[src/sv/websocket_frame_receiver_defines.svh]
// Assertion macros for the WebSocket frame receiver.
`ifndef WEBSOCKET_FRAME_RECEIVER_DEFINES_SVH
`define WEBSOCKET_FRAME_RECEIVER_DEFINES_SVH

`ifndef SYNTHESIS
`define WSFR_ASSERT(lbl, prop, msg) \
  lbl: assert property (@(posedge clk) disable iff (rst) (prop)) else $error(msg);
`define WSFR_NEVER(lbl, expr, msg) \
  lbl: assert property (@(posedge clk) disable iff (rst) !(expr)) else $error(msg);
`else
`define WSFR_ASSERT(lbl, prop, msg)
`define WSFR_NEVER(lbl, expr, msg)
`endif

`endif

[src/sv/wsfr_pkg.sv]
// Shared constants and types for the WebSocket frame receiver.
`default_nettype none

package wsfr_pkg;

  // Width of the payload length counter; longer lengths saturate.
  localparam int LEN_BITS = 64;

  localparam logic [2:0] PH_HDR0  = 3'd0;
  localparam logic [2:0] PH_HDR1  = 3'd1;
  localparam logic [2:0] PH_EXT16 = 3'd2;
  localparam logic [2:0] PH_EXT64 = 3'd3;
  localparam logic [2:0] PH_MASK  = 3'd4;
  localparam logic [2:0] PH_DATA  = 3'd5;

  localparam logic [3:0] OP_CONT  = 4'h0;
  localparam logic [3:0] OP_CLOSE = 4'h8;
  localparam logic [3:0] OP_PING  = 4'h9;

  localparam logic [6:0] LEN_EXT16 = 7'd126;
  localparam logic [6:0] LEN_EXT64 = 7'd127;

  localparam logic [2:0] EXT16_LAST = 3'd1;
  localparam logic [2:0] EXT64_LAST = 3'd7;
  localparam logic [2:0] MASK_LAST  = 3'd3;

  typedef struct packed {
    logic       has_byte;
    logic [7:0] payload_byte;
    logic [3:0] message_opcode;
    logic       frame_end;
    logic       message_end;
    logic       pong_request;
    logic       link_closed;
  } ws_result_t;

endpackage

`default_nettype wire

[src/sv/wsfr_in_reg.sv]
// Input register stage: holds one received byte until the parser takes it.
`default_nettype none

module wsfr_in_reg
  import wsfr_pkg::*;
(
  input  wire logic       clk,
  input  wire logic       rst,
  input  wire logic       in_valid,
  output logic            in_ready,
  input  wire logic [7:0] rx_byte,
  input  wire logic       take,
  output logic            s1_valid,
  output logic [7:0]      s1_byte
);

  assign in_ready = !s1_valid || take;

  always_ff @(posedge clk) begin
    if (rst) begin
      s1_valid <= 1'b0;
    end else if (in_valid && in_ready) begin
      s1_valid <= 1'b1;
    end else if (take) begin
      s1_valid <= 1'b0;
    end
  end

  always_ff @(posedge clk) begin
    if (in_valid && in_ready) begin
      s1_byte <= rx_byte;
    end
  end

endmodule

`default_nettype wire

[src/sv/wsfr_parser.sv]
// Frame header parser, unmasking and result generation, one byte per cycle while take is high.
`default_nettype none
`include "websocket_frame_receiver_defines.svh"

module wsfr_parser
  import wsfr_pkg::*;
(
  input  wire logic       clk,
  input  wire logic       rst,
  input  wire logic       take,
  input  wire logic [7:0] s1_byte,
  output logic            res_valid,
  output ws_result_t      res
);

  logic [2:0]          phase, phase_next;
  logic                final_flag, final_flag_next;
  logic [3:0]          frame_opcode, frame_opcode_next;
  logic [3:0]          fragment_opcode, fragment_opcode_next;
  logic                masked_flag, masked_flag_next;
  logic [LEN_BITS-1:0] bytes_left, bytes_left_next;
  logic                len_ovf, len_ovf_next;
  logic [2:0]          hdr_cnt, hdr_cnt_next;
  logic [31:0]         mask_word, mask_word_next;
  logic [1:0]          mask_index, mask_index_next;
  logic                closed, closed_next;

  logic [3:0]          msg_op;
  logic [LEN_BITS-1:0] len_shift;
  logic [LEN_BITS-1:0] len_final;
  logic                ext_last;
  logic                is_end;
  logic                fin_end;
  logic [7:0]          key;
  logic                end_taken;
  logic                close_taken;

  assign msg_op    = (frame_opcode != OP_CONT) ? frame_opcode : fragment_opcode;
  assign len_shift = {bytes_left[LEN_BITS-9:0], s1_byte};
  assign ext_last  = (hdr_cnt == ((phase == PH_EXT16) ? EXT16_LAST : EXT64_LAST));

  assign end_taken   = take && res_valid && res.frame_end;
  assign close_taken = take && res_valid && res.link_closed;

  always_comb begin
    case (mask_index)
      2'd0:    key = mask_word[31:24];
      2'd1:    key = mask_word[23:16];
      2'd2:    key = mask_word[15:8];
      default: key = mask_word[7:0];
    endcase
    if (!masked_flag) begin
      key = 8'h00;
    end
  end

  always_comb begin
    phase_next           = phase;
    final_flag_next      = final_flag;
    frame_opcode_next    = frame_opcode;
    fragment_opcode_next = fragment_opcode;
    masked_flag_next     = masked_flag;
    bytes_left_next      = bytes_left;
    len_ovf_next         = len_ovf;
    hdr_cnt_next         = hdr_cnt;
    mask_word_next       = mask_word;
    mask_index_next      = mask_index;
    len_final            = len_shift;
    is_end               = 1'b0;
    res_valid            = 1'b0;
    res.has_byte         = 1'b0;
    res.payload_byte     = 8'h00;

    if (!closed) begin
      case (phase)
        PH_HDR1: begin
          masked_flag_next = s1_byte[7];
          hdr_cnt_next     = 3'd0;
          len_ovf_next     = 1'b0;
          bytes_left_next  = '0;
          if (s1_byte[6:0] == LEN_EXT16) begin
            phase_next = PH_EXT16;
          end else if (s1_byte[6:0] == LEN_EXT64) begin
            phase_next = PH_EXT64;
          end else begin
            bytes_left_next = LEN_BITS'(s1_byte[6:0]);
            mask_index_next = 2'd0;
            if (s1_byte[7]) begin
              phase_next     = PH_MASK;
              mask_word_next = 32'h0;
            end else if (s1_byte[6:0] == 7'd0) begin
              res_valid = 1'b1;
              is_end    = 1'b1;
            end else begin
              phase_next = PH_DATA;
            end
          end
        end
        PH_EXT16, PH_EXT64: begin
          // bits pushed out of the counter mean the length exceeds it
          len_ovf_next = len_ovf || (|bytes_left[LEN_BITS-1 -: 8]);
          len_final    = len_ovf_next ? '1 : len_shift;
          bytes_left_next = len_final;
          if (ext_last) begin
            mask_index_next = 2'd0;
            if (masked_flag) begin
              phase_next     = PH_MASK;
              hdr_cnt_next   = 3'd0;
              mask_word_next = 32'h0;
            end else if (len_final == '0) begin
              res_valid = 1'b1;
              is_end    = 1'b1;
            end else begin
              phase_next = PH_DATA;
            end
          end else begin
            hdr_cnt_next = hdr_cnt + 3'd1;
          end
        end
        PH_MASK: begin
          mask_word_next = {mask_word[23:0], s1_byte};
          if (hdr_cnt == MASK_LAST) begin
            mask_index_next = 2'd0;
            if (bytes_left == '0) begin
              res_valid = 1'b1;
              is_end    = 1'b1;
            end else begin
              phase_next = PH_DATA;
            end
          end else begin
            hdr_cnt_next = hdr_cnt + 3'd1;
          end
        end
        PH_DATA: begin
          mask_index_next  = mask_index + 2'd1;
          bytes_left_next  = bytes_left - LEN_BITS'(1);
          res_valid        = 1'b1;
          res.has_byte     = 1'b1;
          res.payload_byte = s1_byte ^ key;
          is_end           = (bytes_left == LEN_BITS'(1));
        end
        default: begin
          final_flag_next   = s1_byte[7];
          frame_opcode_next = s1_byte[3:0];
          if (!s1_byte[7] && s1_byte[3:0] != OP_CONT) begin
            fragment_opcode_next = s1_byte[3:0];
          end
          phase_next = PH_HDR1;
        end
      endcase
    end

    fin_end            = is_end && final_flag;
    res.message_opcode = msg_op;
    res.frame_end      = is_end;
    res.message_end    = fin_end;
    res.pong_request   = fin_end && (msg_op == OP_PING);
    res.link_closed    = fin_end && (msg_op == OP_CLOSE);
    closed_next        = closed || res.link_closed;
    if (is_end) begin
      phase_next = PH_HDR0;
    end
  end

  always_ff @(posedge clk) begin
    if (rst) begin
      phase           <= PH_HDR0;
      final_flag      <= 1'b0;
      frame_opcode    <= OP_CONT;
      fragment_opcode <= OP_CONT;
      masked_flag     <= 1'b0;
      bytes_left      <= '0;
      len_ovf         <= 1'b0;
      hdr_cnt         <= 3'd0;
      mask_word       <= 32'h0;
      mask_index      <= 2'd0;
      closed          <= 1'b0;
    end else if (take) begin
      phase           <= phase_next;
      final_flag      <= final_flag_next;
      frame_opcode    <= frame_opcode_next;
      fragment_opcode <= fragment_opcode_next;
      masked_flag     <= masked_flag_next;
      bytes_left      <= bytes_left_next;
      len_ovf         <= len_ovf_next;
      hdr_cnt         <= hdr_cnt_next;
      mask_word       <= mask_word_next;
      mask_index      <= mask_index_next;
      closed          <= closed_next;
    end
  end

  `WSFR_NEVER(a_quiet_after_close, closed && res_valid, "result after close")
  `WSFR_ASSERT(a_end_to_hdr0, end_taken |=> phase == PH_HDR0, "no header phase after frame end")
  `WSFR_ASSERT(a_close_cause, $rose(closed) |-> $past(close_taken), "close without result")
  `WSFR_NEVER(a_byte_in_data, res_valid && res.has_byte && phase != PH_DATA, "byte outside data")

endmodule

`default_nettype wire

[src/sv/wsfr_out_reg.sv]
// Result register: holds one result item until the consumer takes it.
`default_nettype none

module wsfr_out_reg
  import wsfr_pkg::*;
(
  input  wire logic        clk,
  input  wire logic        rst,
  input  wire logic        load,
  input  wire ws_result_t  res,
  input  wire logic        out_ready,
  output logic             out_valid,
  output logic             out_free,
  output ws_result_t       out_res
);

  assign out_free = !out_valid || out_ready;

  always_ff @(posedge clk) begin
    if (rst) begin
      out_valid <= 1'b0;
    end else if (load) begin
      out_valid <= 1'b1;
    end else if (out_ready) begin
      out_valid <= 1'b0;
    end
  end

  always_ff @(posedge clk) begin
    if (load) begin
      out_res <= res;
    end
  end

endmodule

`default_nettype wire

[src/sv/websocket_frame_receiver.sv]
// Top level of the WebSocket frame receiver.
// Receives one link byte per item and returns at most one result per byte:
// an unmasked payload byte tagged with its message opcode, or an end marker
// for a zero-length frame, with frame end, message end, pong request and
// link closed flags. A byte is accepted every cycle when the consumer keeps
// up; a byte goes through the input register, then the result register.
// Only the last header byte of a zero-length frame gives a result. After a
// close message completes every byte is accepted and dropped until reset.
// in_ready follows out_ready combinationally.
`default_nettype none

module websocket_frame_receiver
  import wsfr_pkg::*;
(
  input  wire logic       clk,
  input  wire logic       rst,
  input  wire logic       in_valid,
  output logic            in_ready,
  input  wire logic [7:0] rx_byte,
  output logic            out_valid,
  input  wire logic       out_ready,
  output logic            has_byte,
  output logic [7:0]      payload_byte,
  output logic [3:0]      message_opcode,
  output logic            frame_end,
  output logic            message_end,
  output logic            pong_request,
  output logic            link_closed
);

  logic       s1_valid;
  logic [7:0] s1_byte;
  logic       take;
  logic       out_free;
  logic       res_valid;
  ws_result_t res;
  ws_result_t out_res;

  assign take = s1_valid && out_free;

  wsfr_in_reg u_in_reg (
    .clk      (clk),
    .rst      (rst),
    .in_valid (in_valid),
    .in_ready (in_ready),
    .rx_byte  (rx_byte),
    .take     (take),
    .s1_valid (s1_valid),
    .s1_byte  (s1_byte)
  );

  wsfr_parser u_parser (
    .clk       (clk),
    .rst       (rst),
    .take      (take),
    .s1_byte   (s1_byte),
    .res_valid (res_valid),
    .res       (res)
  );

  wsfr_out_reg u_out_reg (
    .clk       (clk),
    .rst       (rst),
    .load      (take && res_valid),
    .res       (res),
    .out_ready (out_ready),
    .out_valid (out_valid),
    .out_free  (out_free),
    .out_res   (out_res)
  );

  assign has_byte       = out_res.has_byte;
  assign payload_byte   = out_res.payload_byte;
  assign message_opcode = out_res.message_opcode;
  assign frame_end      = out_res.frame_end;
  assign message_end    = out_res.message_end;
  assign pong_request   = out_res.pong_request;
  assign link_closed    = out_res.link_closed;

endmodule

`default_nettype wire
[config.mk]
export PLATFORM = sky130hd
export DESIGN_NAME = websocket_frame_receiver
export DESIGN_NICKNAME = d
export VERILOG_FILES = /design/src/sv/wsfr_pkg.sv /design/src/sv/wsfr_in_reg.sv /design/src/sv/wsfr_parser.sv /design/src/sv/wsfr_out_reg.sv /design/src/sv/websocket_frame_receiver.sv
export VERILOG_INCLUDE_DIRS = /design/src /design/src/sv
export SDC_FILE = /design/constraint.sdc
export NUM_CORES = 1
export LEC_CHECK = 0
export BUFFER_PORTS_ARGS = -buffer_cell sky130_fd_sc_hd__buf_2
export CORE_ASPECT_RATIO = 0.9
export CORE_MARGIN = 5
export CORE_UTILIZATION = 65
export CTS_CLUSTER_SIZE = 25
export DETAILED_ROUTE_END_ITERATION = 7
export MAX_ROUTING_LAYER = met4
export PLACE_DENSITY_LB_ADDON = 0.3
export SLEW_MARGIN = 10
export SYNTH_ARGS = -nofsm -noshare
export SYNTH_HDL_FRONTEND = slang
export SYNTH_SLANG_ARGS = --single-unit
[constraint.sdc]
create_clock -name clk -period 7.7 [get_ports clk]
set_input_delay 1.54 -clock clk [delete_from_list [all_inputs] [get_ports clk]]
set_output_delay 1.54 -clock clk [all_outputs]
set_load 0.01 [all_outputs]
==> results by group <==
Run status
  • Outcome: finished, violations left
  • Failing checks: design-rule violations

Floorplan
  • Die footprint: 0.0150 mm2
  • Row cnt: 39
  • CORE AREA: 0.0125 mm2
  • Die Wd: 129 um
  • Initial core utilization: 0.655
  • Boundary Pins: 31
  • Die height: 117 um

Layout
  • Diodes inserted: 0
  • Layout cell share with drive strength beyond 1: 0.112
  • Final nets: 1036
  • Commonest cells after routing, fill and taps aside: nand2_1, a21oi_1, dfxtp_1
  • Area Overhead vs Synth: 8.39%
  • Commonest non-fill, non-tap cell in the layout: nand2_1

Synthesis
  • Fraction of registers with async set/reset: 0
  • Mapped cell area: 0.00822 mm2
  • Synth Area in Compound Gates: 0.262
  • Gate Count Post-Synth: 1038
  • Synth Area in XOR/XNOR: 0.0149
  • Post-synthesis mux area share: 0.00746
  • Yosys top cell area share: 0.287
  • Post-Synth Adder-Cell Area: 0.0122
  • Seq/Total Area, Yosys: 0.379
  • Top_reg_cell synth: dfxtp_1
  • Syn_nets: 1058
  • Synth area leader: dfxtp_1
  • Synth Register Bits: 143
  • Post-Synth Simple-Gate Area: 0.270
  • Avg Inst Size Synth: 7.92 um2
  • EDFF count, synth: 25
  • Top post-synthesis cells by area: dfxtp_1, edfxtp_1, a21oi_1, nand2_1, nand3_1
  • Cell variety after synth: 82
  • Main combinational cell family by area after synthesis: simple AND/OR/NAND/NOR gates
  • Synth Warn #: 0

Place
  • # port buffers: 30
  • Post-DP HPWL: 14400 um
  • Pre-CTS WS: 4040 ps
  • GP Congestion: 0.901

Worst setup path
  • Critical path type: primary input to output port
  • CP Cell Sequence: buf_2 -> nor2b_1 -> nand2_1 -> buf_2
  • Start of the worst register-to-register path: u_parser.phase[1]
  • Number of buffers and inverters on the critical path: 2
  • Worst setup SP type: primary input
  • CP max-delay cell: nor2b_1
  • Worst EP arrival: 2100 ps
  • CP max stage delay: 210 ps
  • R2R Setup Slk: 4450 ps
  • Worst flop-to-flop path endpoint: u_parser.bytes_left[30]
  • Top delay family on crit path: simple AND/OR/NAND/NOR gates
  • Critical Path RT: 6160 ps
  • Top fanout value on the critical path: 3
  • Setup crit end kind: output port
  • Worst Reg-to-Reg Cells: 8
  • CP most frequent cell: buf_2

Route
  • 1st-iter DRT viols: 1445
  • Via Count: 8286
  • DRC: 8
  • Vias/cell: 6.95
  • Final ANT Viol Nets: 0
  • Post-Route WL: 23100 um
  • Detailed Routing Iterations Pass 1: 8
  • Avg WL per Cell: 19.3 um

STA
  • Rel. slew slack: 0.332
  • Setup TNS: 0 ps
  • Fmax: 275 MHz
  • Clock skew after layout: 10.7 ps
  • Slew Limit Fails: 0
  • Final cycle utilization of the critical path: 0.473
  • # setup viols final: 0
  • Final hold vios: 0
  • Unrepaired setup endpoints after global routing: no
  • Final worst setup slack: 4060 ps
  • Period minus WS final: 3640 ps
  • Least-Margin Pin Slew: 1000 ps

GRT
  • Vias in the first global route: 7434
  • Initial antenna violation count: 0
  • Gr ovfl total: 0
  • Global Route Usage Sum: 0.319
  • Largest net degree at the start of global routing: 81
  • First-pass GRT wire length: 37400 um

Power and ir drop
  • Cell internal pwr: 0.00133 W
  • Peak VDD IR: 0.165 mV
  • Seq pwr share: 0.419
  • Switching Fraction: 0.314
  • Clock network power share: 0.414
  • Combinational power share: 0.168
  • Switching Power: 0.000608 W
  • Total power draw: 0.00194 W
  • Power density over cell area: 218 mW/mm2
  • Pleak: 2.99 nW

Clocking
  • Num CTS Buffers: 17
  • CTS Hold Bufs: 0
  • CTS tree: done
  • Clock sink count: 143
  • CTS Root Cell: clkbuf_16
  • Clock buffer depth: 2
  • CTS H-tree lvls: 4
  • # resized after CTS: 0
  • Setup Buffers After CTS: 0
  • Worst-skew pair later-pin latency: 440 ps
  • Worst-path clk slew: 60 ps

Hold path
  • Tightest Hold Check Type: flop to flop
  • Hold Path Sink: u_parser.mask_word[26]
  • Hold_sp: u_parser.mask_word[26]
  • Worst hold stages: 2

Run
  • Number of max-cap violations: 0
-- state kept, by name, indices dropped and copies added (netlist names), 2 cells and up --
| register | cells |
|---|---|
| u_parser.hdr_cnt | 3 |
| u_parser.fragment_opcode | 4 |
| u_out_reg.out_res | 17 |
| u_in_reg.s1_byte | 8 |
| u_parser.bytes_left | 64 |
| u_parser.mask_index | 2 |
| u_parser.frame_opcode | 4 |
| u_parser.mask_word | 32 |
| u_parser.phase | 3 |
-- synth_stat cells, types with 12 or more instances --
cell and number:
edfxtp_1 25, nand4_1 12, a221oi_1 19, clkbuf_1 64, o21ai_0 49, nor2_1 81, inv_1 28, a21oi_1 119
a211o_1 12, nand3_1 65, xor2_1 13, dfxtp_1 118, nor4_1 18, a211oi_1 16, a31oi_1 22, nor3_1 51
nand2_1 120
-- how the worst max path moves through the flow --
stage          startpoint                     to  slack, ps  cells after the start
6_report        out_ready               in_ready       4060                      4
5_1_grt         out_ready               in_ready       3980                      4
4_1_cts         out_ready               in_ready       4050                      4
3_5_place_dp    out_ready  u_out_reg.out_res[14]       4040                      5
2_1_floorplan   out_ready               in_ready       4350                      2
3_3_place_gp    out_ready               in_ready       4120                      4
-- per-stage QoR --
| stage | util | instances | hold slack (ps) | cell area (um2) |
|---|---|---|---|---|
| 6_report | 0.710 | 1193 | 452 | 8910 |
| 5_1_grt | 0.710 | 1193 | 473 | 8910 |
| 4_1_cts | 0.710 | 1193 | 457 | 8910 |
| 3_3_place_gp | 0.665 | 1161 | 438 | 8340 |
| 3_5_place_dp | 0.665 | 1161 | 449 | 8340 |
| 2_1_floorplan | - | 1038 | 431 | 8220 |
-- logic make-up after synthesis --
family                     count (synthesis)
adders and majority gates                  8
DFF                                      143
buffers and inverters                    111
xor gates and xnor gates                  14
and+or+nand+nor                          431
muxes                                      6
AOI/OAI and AO/OA                        325
-- metal layers --
metal | vias to the layer above | track usage | share of wire
li1 | 3865 | - | -
met1 | 3804 | 0.431 | 0.41
met2 | 561 | 0.472 | 0.45
met3 | 56 | 0.0681 | 0.12
met4 | 0 | 0.121 | 0.020
met5 | - | - | 0
-- area by class of cell --
cell class	count	area (um2)
Sequential cell	143	3110
Fill cell	981	3630
Tap cell	164	205
Clock buffer	18	450
Clock inverter	14	119
Inverter	29	109
Timing Repair Buffer	41	235
Multi-Input combinational cell	784	4670
-- tightest hold or removal path: cells and delay by family (launching register included) --
family / cells / cell delay [ps]
AO/OA/AOI/OAI: 1 / 50
flip-flops: 1 / 310
AND/OR/NAND/NOR: 1 / 50
-- power groups by stage --
stage	clock network [W]	registers, W	logic [W]
finish	0.000802	0.000812	0.000325
global route	0.000844	0.000813	0.000353
CTS	0.000808	0.000810	0.000316
detailed placement	0	0.000826	0.000314
global placement	0	0.000825	0.000311
floorplan	0	0.000807	0.000259
No activity file was read; power rests on OpenSTA's default activity.
